**src/rtl/core/record_bubble_sorter_macros.svh**
```systemverilog
// assertion macros for the record bubble sorter
// no dependencies; taken in by files that carry concurrent assertions
`ifndef RECORD_BUBBLE_SORTER_MACROS_SVH
`define RECORD_BUBBLE_SORTER_MACROS_SVH

`ifndef ASSERT_OFF

// property that must hold at every clock edge outside reset
`define ASSERT_HOLDS(label, clk, rst_n, prop) \
    label: assert property (@(posedge clk) disable iff (!rst_n) (prop)) \
        else $error("assertion failed");

// antecedent in one cycle implies consequent in the next
`define ASSERT_NEXT(label, clk, rst_n, ante, cons) \
    label: assert property (@(posedge clk) disable iff (!rst_n) (ante) |=> (cons)) \
        else $error("assertion failed");

`else

`define ASSERT_HOLDS(label, clk, rst_n, prop)
`define ASSERT_NEXT(label, clk, rst_n, ante, cons)

`endif

`endif

```
**src/rtl/core/rbs_pkg.sv**
```systemverilog
// shared types and constants for the record bubble sorter
// no dependencies
`timescale 1ns / 1ps
`default_nettype none

package rbs_pkg;

    localparam int MAX_RECORDS = 64;
    localparam int IDX_W       = $clog2(MAX_RECORDS);
    localparam int CNT_W       = $clog2(MAX_RECORDS + 1);

    typedef logic [IDX_W-1:0] t_idx;
    typedef logic [CNT_W-1:0] t_cnt;

    typedef struct packed {
        logic [23:0] diameter;
        logic [15:0] satellites;
        logic        life;
        logic [15:0] tag;
    } t_rec;

    typedef struct packed {
        logic [23:0] diameter;
        logic [15:0] satellites;
        logic        life;
        logic [15:0] record_tag;
        logic        last_record;
    } t_in_item;

    typedef struct packed {
        logic [23:0] sorted_diameter;
        logic [15:0] sorted_satellites;
        logic        sorted_life;
        logic [15:0] sorted_tag;
        logic        last_out;
        logic        overflow;
    } t_out_item;

    // one write and one read port request to the record store
    typedef struct packed {
        logic we;
        t_idx waddr;
        t_rec wdata;
        t_idx raddr;
    } t_mem_req;

endpackage

`default_nettype wire

```
**src/rtl/core/record_bubble_sorter.sv**
```systemverilog
// top level of the record bubble sorter: load sequencer, sort sequencer, output
// depends on rbs_pkg, rbs_store, rbs_cmp_swap and record_bubble_sorter_macros.svh
`timescale 1ns / 1ps
`default_nettype none
`include "record_bubble_sorter_macros.svh"

// usage
// - records come in on i_item; a transfer happens on a clock edge with start
//   high and busy low. records load one per cycle while busy stays low
// - the record with last_record set closes the batch; busy then rises and the
//   block sorts the stored records, ascending by diameter then satellites,
//   stable for equal keys
// - records beyond the store capacity are dropped; every result of that batch
//   then carries overflow
// - results leave on o_result, one per stored record, each valid for exactly
//   one cycle with o_strobe high; last_out marks the final one
// - the receiver cannot stall; results are never held back
// - rate: the sort runs one compare-exchange per cycle through a
//   single shared unit, with the bubbling record carried in a register;
//   early exit after a pass with no exchange. output follows, one result
//   per stored record, each registered from the store's read data; the pace
//   is set by the single read and write port of the store
// - reset (synchronous, active low) empties the batch and clears overflow;
//   the store itself is not cleared, only entries written this batch are read
module record_bubble_sorter (
    input  wire                i_clk,
    input  wire                i_rst_n,
    input  wire                start,
    input  rbs_pkg::t_in_item  i_item,
    output logic               busy,
    output logic               o_strobe,
    output rbs_pkg::t_out_item o_result
);

    typedef enum logic [2:0] {
        S_IDLE,
        S_RD0,
        S_LD0,
        S_CMP,
        S_WLAST,
        S_OUT
    } t_state;

    t_state             r_state,   n_state;
    rbs_pkg::t_cnt      r_count,   n_count;
    logic               r_ovf,     n_ovf;
    rbs_pkg::t_idx      r_k,       n_k;
    rbs_pkg::t_idx      r_lim,     n_lim;
    logic               r_swapped, n_swapped;
    rbs_pkg::t_rec      r_cur,     n_cur;
    logic               r_strobe,  n_strobe;
    rbs_pkg::t_out_item r_result,  n_result;

    rbs_pkg::t_mem_req  mem_req;
    rbs_pkg::t_rec      mem_rdata;
    rbs_pkg::t_rec      cmp_lo;
    rbs_pkg::t_rec      cmp_hi;
    logic               cmp_greater;
    rbs_pkg::t_idx      last_idx;
    logic               accept;

    rbs_store u_store (
        .i_clk   (i_clk),
        .i_req   (mem_req),
        .o_rdata (mem_rdata)
    );

    // bubbling record against the one just read
    rbs_cmp_swap u_cmp (
        .i_cur     (r_cur),
        .i_next    (mem_rdata),
        .o_lo      (cmp_lo),
        .o_hi      (cmp_hi),
        .o_greater (cmp_greater)
    );

    assign accept   = start && (r_state == S_IDLE);
    assign last_idx = rbs_pkg::t_idx'(r_count - rbs_pkg::t_cnt'(1));

    always_comb begin
        n_state   = r_state;
        n_count   = r_count;
        n_ovf     = r_ovf;
        n_k       = r_k;
        n_lim     = r_lim;
        n_swapped = r_swapped;
        n_cur     = r_cur;
        n_strobe  = 1'b0;
        n_result  = r_result;

        mem_req.we    = 1'b0;
        mem_req.waddr = r_k;
        mem_req.wdata = cmp_lo;
        mem_req.raddr = '0;

        case (r_state)
            S_IDLE: begin
                if (accept) begin
                    if (r_count < rbs_pkg::t_cnt'(rbs_pkg::MAX_RECORDS)) begin
                        mem_req.we               = 1'b1;
                        mem_req.waddr            = rbs_pkg::t_idx'(r_count);
                        mem_req.wdata.diameter   = i_item.diameter;
                        mem_req.wdata.satellites = i_item.satellites;
                        mem_req.wdata.life       = i_item.life;
                        mem_req.wdata.tag        = i_item.record_tag;
                        n_count                  = r_count + rbs_pkg::t_cnt'(1);
                    end else begin
                        n_ovf = 1'b1;
                    end
                    if (i_item.last_record) begin
                        n_lim   = rbs_pkg::t_idx'(n_count - rbs_pkg::t_cnt'(1));
                        n_state = S_RD0;
                    end
                end
            end
            S_RD0: begin
                // read of entry zero issued here
                n_k = '0;
                if (r_lim == '0) begin
                    n_state = S_OUT;
                end else begin
                    n_state = S_LD0;
                end
            end
            S_LD0: begin
                n_cur         = mem_rdata;
                mem_req.raddr = rbs_pkg::t_idx'(1);
                n_k           = '0;
                n_swapped     = 1'b0;
                n_state       = S_CMP;
            end
            S_CMP: begin
                mem_req.we    = 1'b1;
                mem_req.waddr = r_k;
                mem_req.wdata = cmp_lo;
                n_cur         = cmp_hi;
                if (cmp_greater) begin
                    n_swapped = 1'b1;
                end
                if (r_k + rbs_pkg::t_idx'(1) == r_lim) begin
                    n_state = S_WLAST;
                end else begin
                    n_k           = r_k + rbs_pkg::t_idx'(1);
                    mem_req.raddr = r_k + rbs_pkg::t_idx'(2);
                end
            end
            S_WLAST: begin
                // largest of the pass settles at the end; entry zero read for what follows
                mem_req.we    = 1'b1;
                mem_req.waddr = r_lim;
                mem_req.wdata = r_cur;
                mem_req.raddr = '0;
                n_k           = '0;
                if (!r_swapped || r_lim == rbs_pkg::t_idx'(1)) begin
                    n_state = S_OUT;
                end else begin
                    n_lim   = r_lim - rbs_pkg::t_idx'(1);
                    n_state = S_LD0;
                end
            end
            S_OUT: begin
                n_strobe                   = 1'b1;
                n_result.sorted_diameter   = mem_rdata.diameter;
                n_result.sorted_satellites = mem_rdata.satellites;
                n_result.sorted_life       = mem_rdata.life;
                n_result.sorted_tag        = mem_rdata.tag;
                n_result.last_out          = (r_k == last_idx);
                n_result.overflow          = r_ovf;
                mem_req.raddr              = r_k + rbs_pkg::t_idx'(1);
                if (r_k == last_idx) begin
                    n_count = '0;
                    n_ovf   = 1'b0;
                    n_state = S_IDLE;
                end else begin
                    n_k = r_k + rbs_pkg::t_idx'(1);
                end
            end
            default: begin
                n_state = S_IDLE;
            end
        endcase
    end

    always_ff @(posedge i_clk) begin
        if (!i_rst_n) begin
            r_state  <= S_IDLE;
            r_count  <= '0;
            r_ovf    <= 1'b0;
            r_strobe <= 1'b0;
        end else begin
            r_state  <= n_state;
            r_count  <= n_count;
            r_ovf    <= n_ovf;
            r_strobe <= n_strobe;
        end
        r_k       <= n_k;
        r_lim     <= n_lim;
        r_swapped <= n_swapped;
        r_cur     <= n_cur;
        r_result  <= n_result;
    end

    assign busy     = (r_state != S_IDLE);
    assign o_strobe = r_strobe;
    assign o_result = r_result;

    // fill count never passes the store depth
    `ASSERT_HOLDS(a_count_in_range, i_clk, i_rst_n,
        r_count <= rbs_pkg::t_cnt'(rbs_pkg::MAX_RECORDS))
    // a record is dropped only once the store is full
    `ASSERT_HOLDS(a_ovf_only_full, i_clk, i_rst_n,
        !r_ovf || (r_count == rbs_pkg::t_cnt'(rbs_pkg::MAX_RECORDS)))
    // sorting and output always work on a non-empty batch
    `ASSERT_HOLDS(a_batch_not_empty, i_clk, i_rst_n,
        (r_state == S_IDLE) || (r_count != '0))
    // the final transfer of a batch ends the output burst
    `ASSERT_NEXT(a_last_ends_batch, i_clk, i_rst_n,
        o_strobe && o_result.last_out, !o_strobe)

endmodule

`default_nettype wire

```
**src/rtl/core/rbs_store.sv**
```systemverilog
// record store: one write port, one read port with registered read data
// depends on rbs_pkg
`timescale 1ns / 1ps
`default_nettype none

module rbs_store (
    input  wire               i_clk,
    input  rbs_pkg::t_mem_req i_req,
    output rbs_pkg::t_rec     o_rdata
);

    rbs_pkg::t_rec r_mem [rbs_pkg::MAX_RECORDS];
    rbs_pkg::t_rec r_rdata;

    always_ff @(posedge i_clk) begin
        if (i_req.we) begin
            r_mem[i_req.waddr] <= i_req.wdata;
        end
        r_rdata <= r_mem[i_req.raddr];
    end

    assign o_rdata = r_rdata;

endmodule

`default_nettype wire

```
**src/rtl/core/rbs_cmp_swap.sv**
```systemverilog
// shared compare-exchange unit: orders two records by diameter then satellites
// depends on rbs_pkg
`timescale 1ns / 1ps
`default_nettype none

module rbs_cmp_swap (
    input  rbs_pkg::t_rec i_cur,
    input  rbs_pkg::t_rec i_next,
    output rbs_pkg::t_rec o_lo,
    output rbs_pkg::t_rec o_hi,
    output logic          o_greater
);

    // strictly greater only, so equal keys keep their order
    always_comb begin
        if (i_cur.diameter != i_next.diameter) begin
            o_greater = (i_cur.diameter > i_next.diameter);
        end else begin
            o_greater = (i_cur.satellites > i_next.satellites);
        end
        o_lo = o_greater ? i_next : i_cur;
        o_hi = o_greater ? i_cur : i_next;
    end

endmodule

`default_nettype wire

```
**config.mk**
```make
export PLATFORM = sky130hd
export DESIGN_NAME = record_bubble_sorter
export DESIGN_NICKNAME = d
export VERILOG_FILES = /design/src/rtl/core/rbs_pkg.sv /design/src/rtl/core/record_bubble_sorter.sv /design/src/rtl/core/rbs_store.sv /design/src/rtl/core/rbs_cmp_swap.sv
export VERILOG_INCLUDE_DIRS = /design/src /design/src/rtl/core
export SDC_FILE = /design/constraint.sdc
export NUM_CORES = 2
export LEC_CHECK = 0
export BUFFER_PORTS_ARGS = -buffer_cell sky130_fd_sc_hd__buf_2
export CORE_MARGIN = 5
export CORE_UTILIZATION = 30
export DETAILED_ROUTE_END_ITERATION = 16
export PLACE_DENSITY = 0.47
export SYNTH_ARGS = -nofsm -noshare
export SYNTH_HDL_FRONTEND = slang
export SYNTH_SLANG_ARGS = --single-unit
```
**constraint.sdc**
```tcl
create_clock -name i_clk -period 6.75 [get_ports i_clk]
set_input_delay 0.675 -clock i_clk [delete_from_list [all_inputs] [get_ports i_clk]]
set_output_delay 0.675 -clock i_clk [all_outputs]
set_load 0.1 [all_outputs]
```
## Word-level counts from Yosys, hierarchy flattened

Memories as Yosys holds them, arrays and structs flattened. A register that Yosys moved wholly into a read port is not among the register bits.
Cells that the tools add are included.

| storage, ports and cells | value |
|---|---|
| RAM bits | 3648 |
| logic and storage cells | 102 |
| input bits | 61 |
| bits in registers | 141 |
| memories kept | 1 |
| output and inout bits | 61 |

Memories:

| memory | words | width | read ports | clocked after memory_dff | wr ports | RTL line | source |
|---|---|---|---|---|---|---|---|
| u_store.r_mem | 64 | 57 | 1 | 1 | 1 | rbs_store.sv:12 | `rbs_pkg::t_rec r_mem [rbs_pkg::MAX_RECORDS];` |

| operators by class | value |
|---|---|
| eq/ne operators | 19 |
| reductions and logical operators | 18 |
| multiplexer cells | 38 |
| magnitude comparators | 3 |
| add/sub/neg operators | 6 |

Operators with widths:

| operator | number |
|---|---|
| 64-bit one-hot mux with 3 select lines | 1 |
| 64-bit 2-to-1 mux | 2 |
| 57-bit 2-to-1 mux | 2 |
| 57-bit one-hot mux with 2 select lines | 1 |
| 6-bit 2-to-1 mux | 6 |
| 6-bit one-hot mux with 3 select lines | 2 |
| 7-bit 2-to-1 mux | 5 |
| 24-bit greater-than comparator | 1 |
| 24-bit != test | 1 |
| 2-bit != test (second input constant) | 10 |
| 3-bit 2-to-1 mux | 6 |
| 3-bit one-hot mux with 6 select lines | 1 |
| 6-bit by 1-bit subtractor with 6-bit output (second input constant) | 3 |
| 16-bit greater-than comparator | 1 |
| 7-bit one-hot mux with 2 select lines | 1 |
| 6-bit == test | 2 |
| 6-bit one-hot mux with 2 select lines | 1 |
| 4-bit AND reduction | 3 |
| 1-bit 2-to-1 mux | 8 |
| 7-bit by 1-bit adder with 7-bit output (second input constant) | 1 |
| 7-bit < comparator (second input constant) | 1 |
| 6-bit by 1-bit adder with 6-bit output (second input constant) | 1 |
| 6-bit by 2-bit adder with 6-bit output (second input constant) | 1 |
| 3-bit by 2-bit == test with 1-bit output (second input constant) | 2 |
| 14 further kinds | 21 |

## Longest topological paths before layout

| logic depth | value |
|---|---|
| depth in word-level cells | 8 |
| depth in mapped cells | 16 |
| gate-level depth less buffers | 12 |

## By module

From an unflattened synthesis, not the netlist that was laid out.

| unflattened totals | value |
|---|---|
| cell total of the unflattened synthesis | 6592 |
| area, all modules | 149120.5 um^2 |

By module, submodules not included:

| module | area an instance (um^2) | times used | cells an instance | sequential area each (um^2) |
|---|---|---|---|---|
| rbs_store | 139525.1 | 1 | 5760 | 110686.2 |
| record_bubble_sorter | 7103.1 | 1 | 562 | 4113.9 |
| rbs_cmp_swap | 2492.4 | 1 | 270 | 0.0 |

## Worst setup path before layout

OpenSTA, ideal clock, no wires.

| timing | value |
|---|---|
| path type | register -> register |
| start point | register r_cur[34] in the netlist's numbering |
| end point | register r_cur[0] in the netlist's numbering (enable) |
| buffers on the path | 0 |
| cell stages (with the launch flop) | 11 |
| data arrival time | 4712 ps |
| path slack | 1547 ps |
| data required time | 6259 ps |
| setup time | 491 ps |
| clock period less this slack | 5203 ps |
| cell sequence | edfxtp_1 ha_1 nor2b_1 o21a_1 o21a_1 o21ai_0 a21oi_1 or3_1 a21oi_1 a32oi_1 a21oi_1 |

| between the ends | value |
|---|---|
| cells in the longest elaborated chain, start to end | 4 |
| elaborated cells on any way between the ends | 5 |
| those cells by class | 1 x order compare; 2 x eq/ne; 1 x mux; 1 x reduce/logical |

RTL lines:

| element | RTL line | source |
|---|---|---|
| start: declaration | record_bubble_sorter.sv:50 | `rbs_pkg::t_rec r_cur, n_cur;` |
| start signal: assignment | record_bubble_sorter.sv:199 | `r_cur <= n_cur;` |
| 24-bit greater-than comparator / 24-bit != test (equally long branches) | rbs_cmp_swap.sv:17, rbs_cmp_swap.sv:16 |  |
| 1-bit 2-to-1 mux (*) | rbs_cmp_swap.sv:16 | `if (i_cur.diameter != i_next.diameter) begin` |
| 2-bit != test (no line) (*) | -- |  |
| 2-bit AND reduction (no line) (*) | -- |  |

Mark *: on every way between the ends. The rest lies on a longest branch, timed or not.
A chain may end at the register's enable or synchronous reset.

==> impl_metrics.yaml <==
run_status:
  status: "completed"
synth:
  async_flop_share: 0
  synthXorXnorAreaFrac: 0.00178
  synth_top_cell_by_area: "edfxtp_1"
  synth-simple-area-share: 0.153
  yosysWarnings: 0
  synth.avg_cell_area_um2: 13.2
  synth_compound_area_frac: 0.0630
  synth-seq-cells: 3846
  synth_top_family_by_area: "simple AND/OR/NAND/NOR gates"
  seq_area_frac_synth: 0.753
  synth_top_area_frac: 0.744
  netlist_area_um2: 152000
  synth_mux_area_frac: 0.00326
  synth_cells: 11600
  syn_nets: 11700
  synth-edff-count: 3777
  synth.lib_cells_used.distinct: 62
  synth.most_common_cell: "edfxtp_1"
  yosys.area_share.adder: 0.00392
  synth_area_leaders: "edfxtp_1, nand2_1, and3_1"
  synth.top_cells.by_count: "edfxtp_1, nand2_1, nand3_1"
  synth_ff_type: "edfxtp_1"
final_layout:
  layout.nets: 11800
  stdcell_count: 18800
  drive_gt1_frac: 0.101
  area_growth_pct: 16.3
  finish.utilization: 0.350
die:
  die_x_um: 723
  ios: 122
  die_area_um2: 523000
  core.rowCount: 261
  die_y_um: 723
  initial_utilization: 0.301
  coreArea_um2: 506000
timing:
  finClkSkew_ns: 0.0388
  holdWs_ns: 0.240
  report.final.slew_viol_count: 0
  rsz0062_at_grt: "false"
  fin_crit_sh: 0.887
  relSlewSlack: 0.138
  final-hold-violation-count: 0
  period_minus_slack_ns: 5.99
  max_freq_ghz: 0.167
  worst_slew_pin_slew_ns: 1.26
  setup_viol: 0
  tns_ns: 0
drt:
  dr.pass1.iters: 6
  dr_total_vias: 101000
  dr.first_iter.drc_count: 12800
  post_drt_wl_per_cell_um: 31.1
  drc_errors: 0
  via_per_inst: 5.39
  drt-total-wl_mm: 584
  ant_nets: 0
cts:
  hold_buffers: 1
  numCtsBuffers: 416
  cts_repair_resize_count: 0
  clk_latency_ns: 0.98
  clk_path_buf_depth: 4
  htree_levels: 5
  tritoncts: "yes"
  post-cts-setup-buffer-count: 0
  cts_root_buffer: "clkbuf_16"
  clkSinkCount: 3846
  clkTransAtPathRegs_ns: 0.06
worst_setup_path:
  worstSetupPathType: "reg -> reg"
  required_ns: 7.33
  cp-end-kind: "flip-flop"
  slowest_stage: "a221o_2"
  crit_chain: "inv_1 -> ha_1 -> nand4_1 -> nor2_1 -> a21oi_1 -> o211ai_1 -> a211oi_1 -> or3_1 -> a32oi_2 -> and2_4 -> buf_12 -> a221o_2"
  worstPathMaxFanout: 64
  cpPeakStageDelay_ns: 0.97
  setup.worst_path.start_class: "flip-flop"
  reg2regPathDepth: 12
  worstPathArrival_ns: 6.57
  r2r_setup_slack_ns: 0.76
grt:
  antenna_found_initial: 34
  grt_start_max_net_pins: 154
  grt_pass1_vias: 92900
  grt_overflow: 0
  grt_usage: 0.216
  grt_pass1_wl_mm: 792
power:
  vdd_ir_drop_max_v: 0.000436
  p_leak_nw: 60.4
  p_total_mw: 88.8
  power_density_nw_per_um2: 501
place:
  placedCellCount: 18000
  port_buffers: 121
  hpwl_mm: 288
  gp_congestion: 0.782
worst_hold_path:
  hold_depth: 4
  hold_path_class: "in -> reg"
run:
  max-cap-violations: 0
-- kinds of logic after synthesis --
| group | after synthesis |
|---|---|
| and+or+nand+nor | 5348 |
| DFF | 3846 |
| AOI/OAI and AO/OA | 1397 |
| buffers and inverters | 837 |
| muxes | 49 |
| adders and majority gates | 48 |
| xor gates and xnor gates | 31 |
-- path summary, 6_finish.rpt --
kind | startpoint | endpoint
setup / recovery | u_store.o_rdata[32] | u_store.r_mem[63][32]
hold / removal | start | r_count[5]
setup reg to reg | u_store.o_rdata[32] | u_store.r_mem[63][32]
hold reg to reg | r_ovf | o_result[0]
-- layout make-up --
type,instances,area [µm²]
Antenna cell,23,57.6
Clock buffer,587,11500
Clock inverter,187,1690
Fill cell,48900,329000
Inverter,51,196
Multi-Input combinational cell,6873,35000
Sequential cell,3846,115000
Tap cell,6706,8390
Timing Repair Buffer,497,5620
-- flip-flops by register name, indices dropped and copies added (netlist names) --
register	cells
o_result	59
o_strobe	1
r_count	7
r_cur	57
r_k	6
r_lim	6
r_ovf	1
r_state	3
r_swapped	1
u_store.o_rdata	57
u_store.r_mem	3648
-- power breakdown --
group	leakage [nW]	switching [mW]	internal, mW
Combinational	19.3	22.8	7.00
Sequential	34.7	0.739	36.0
Clock	6.44	9.59	12.7
Total	60.4	33.1	55.7
-- worst max-delay path: cells and delay by family (launching register included) --
family          cells  cell delay (ns)
fa+ha+maj           1             0.47
compound gates      5             2.39
simple gates        4             1.68
buf+inv             2             0.39
flops               1             0.47
-- layer usage --
layer / global-route usage / part of all wire / up-vias
met4: 0.0620 / 0.032 / 10
met5: 0 / 0.000094 / -
met2: 0.345 / 0.46 / 4405
met1: 0.303 / 0.43 / 52900
met3: 0.0326 / 0.075 / 821
li1: - / - / 43100
-- through the flow --
stage	cell area (µm²)	worst slack (ns)
floorplan	152000	1.55
detailed placement	164000	0.929
CTS	177000	0.914
global route	177000	0.745
global placement	164000	0.873
finish	177000	0.764
-- cells in the final DEF, fill, tap and decap left out, drive strengths merged, types with 6 or more instances in the layout --
master	count
a21oi	142
and3	681
ha	47
edfxtp	3777
o21ai	77
dfxtp	69
a31oi	499
a221o	57
nor2	116
nand2b	6
nand2	3618
o32ai	8
o21a	6
diode	23
nand4	31
bufinv	22
nor2b	15
or4	51
o22ai	160
xor2	17
buf	496
a21o	13
a211oi	9
a311oi	215
a2111oi	12
inv	63
clkinv	149
o211ai	8
nor3	11
mux2i	44
clkbuf	587
a22oi	106
xnor2	14
nand3	724
and2	74
a21boi	53
(Power assumes the default switching activity.)
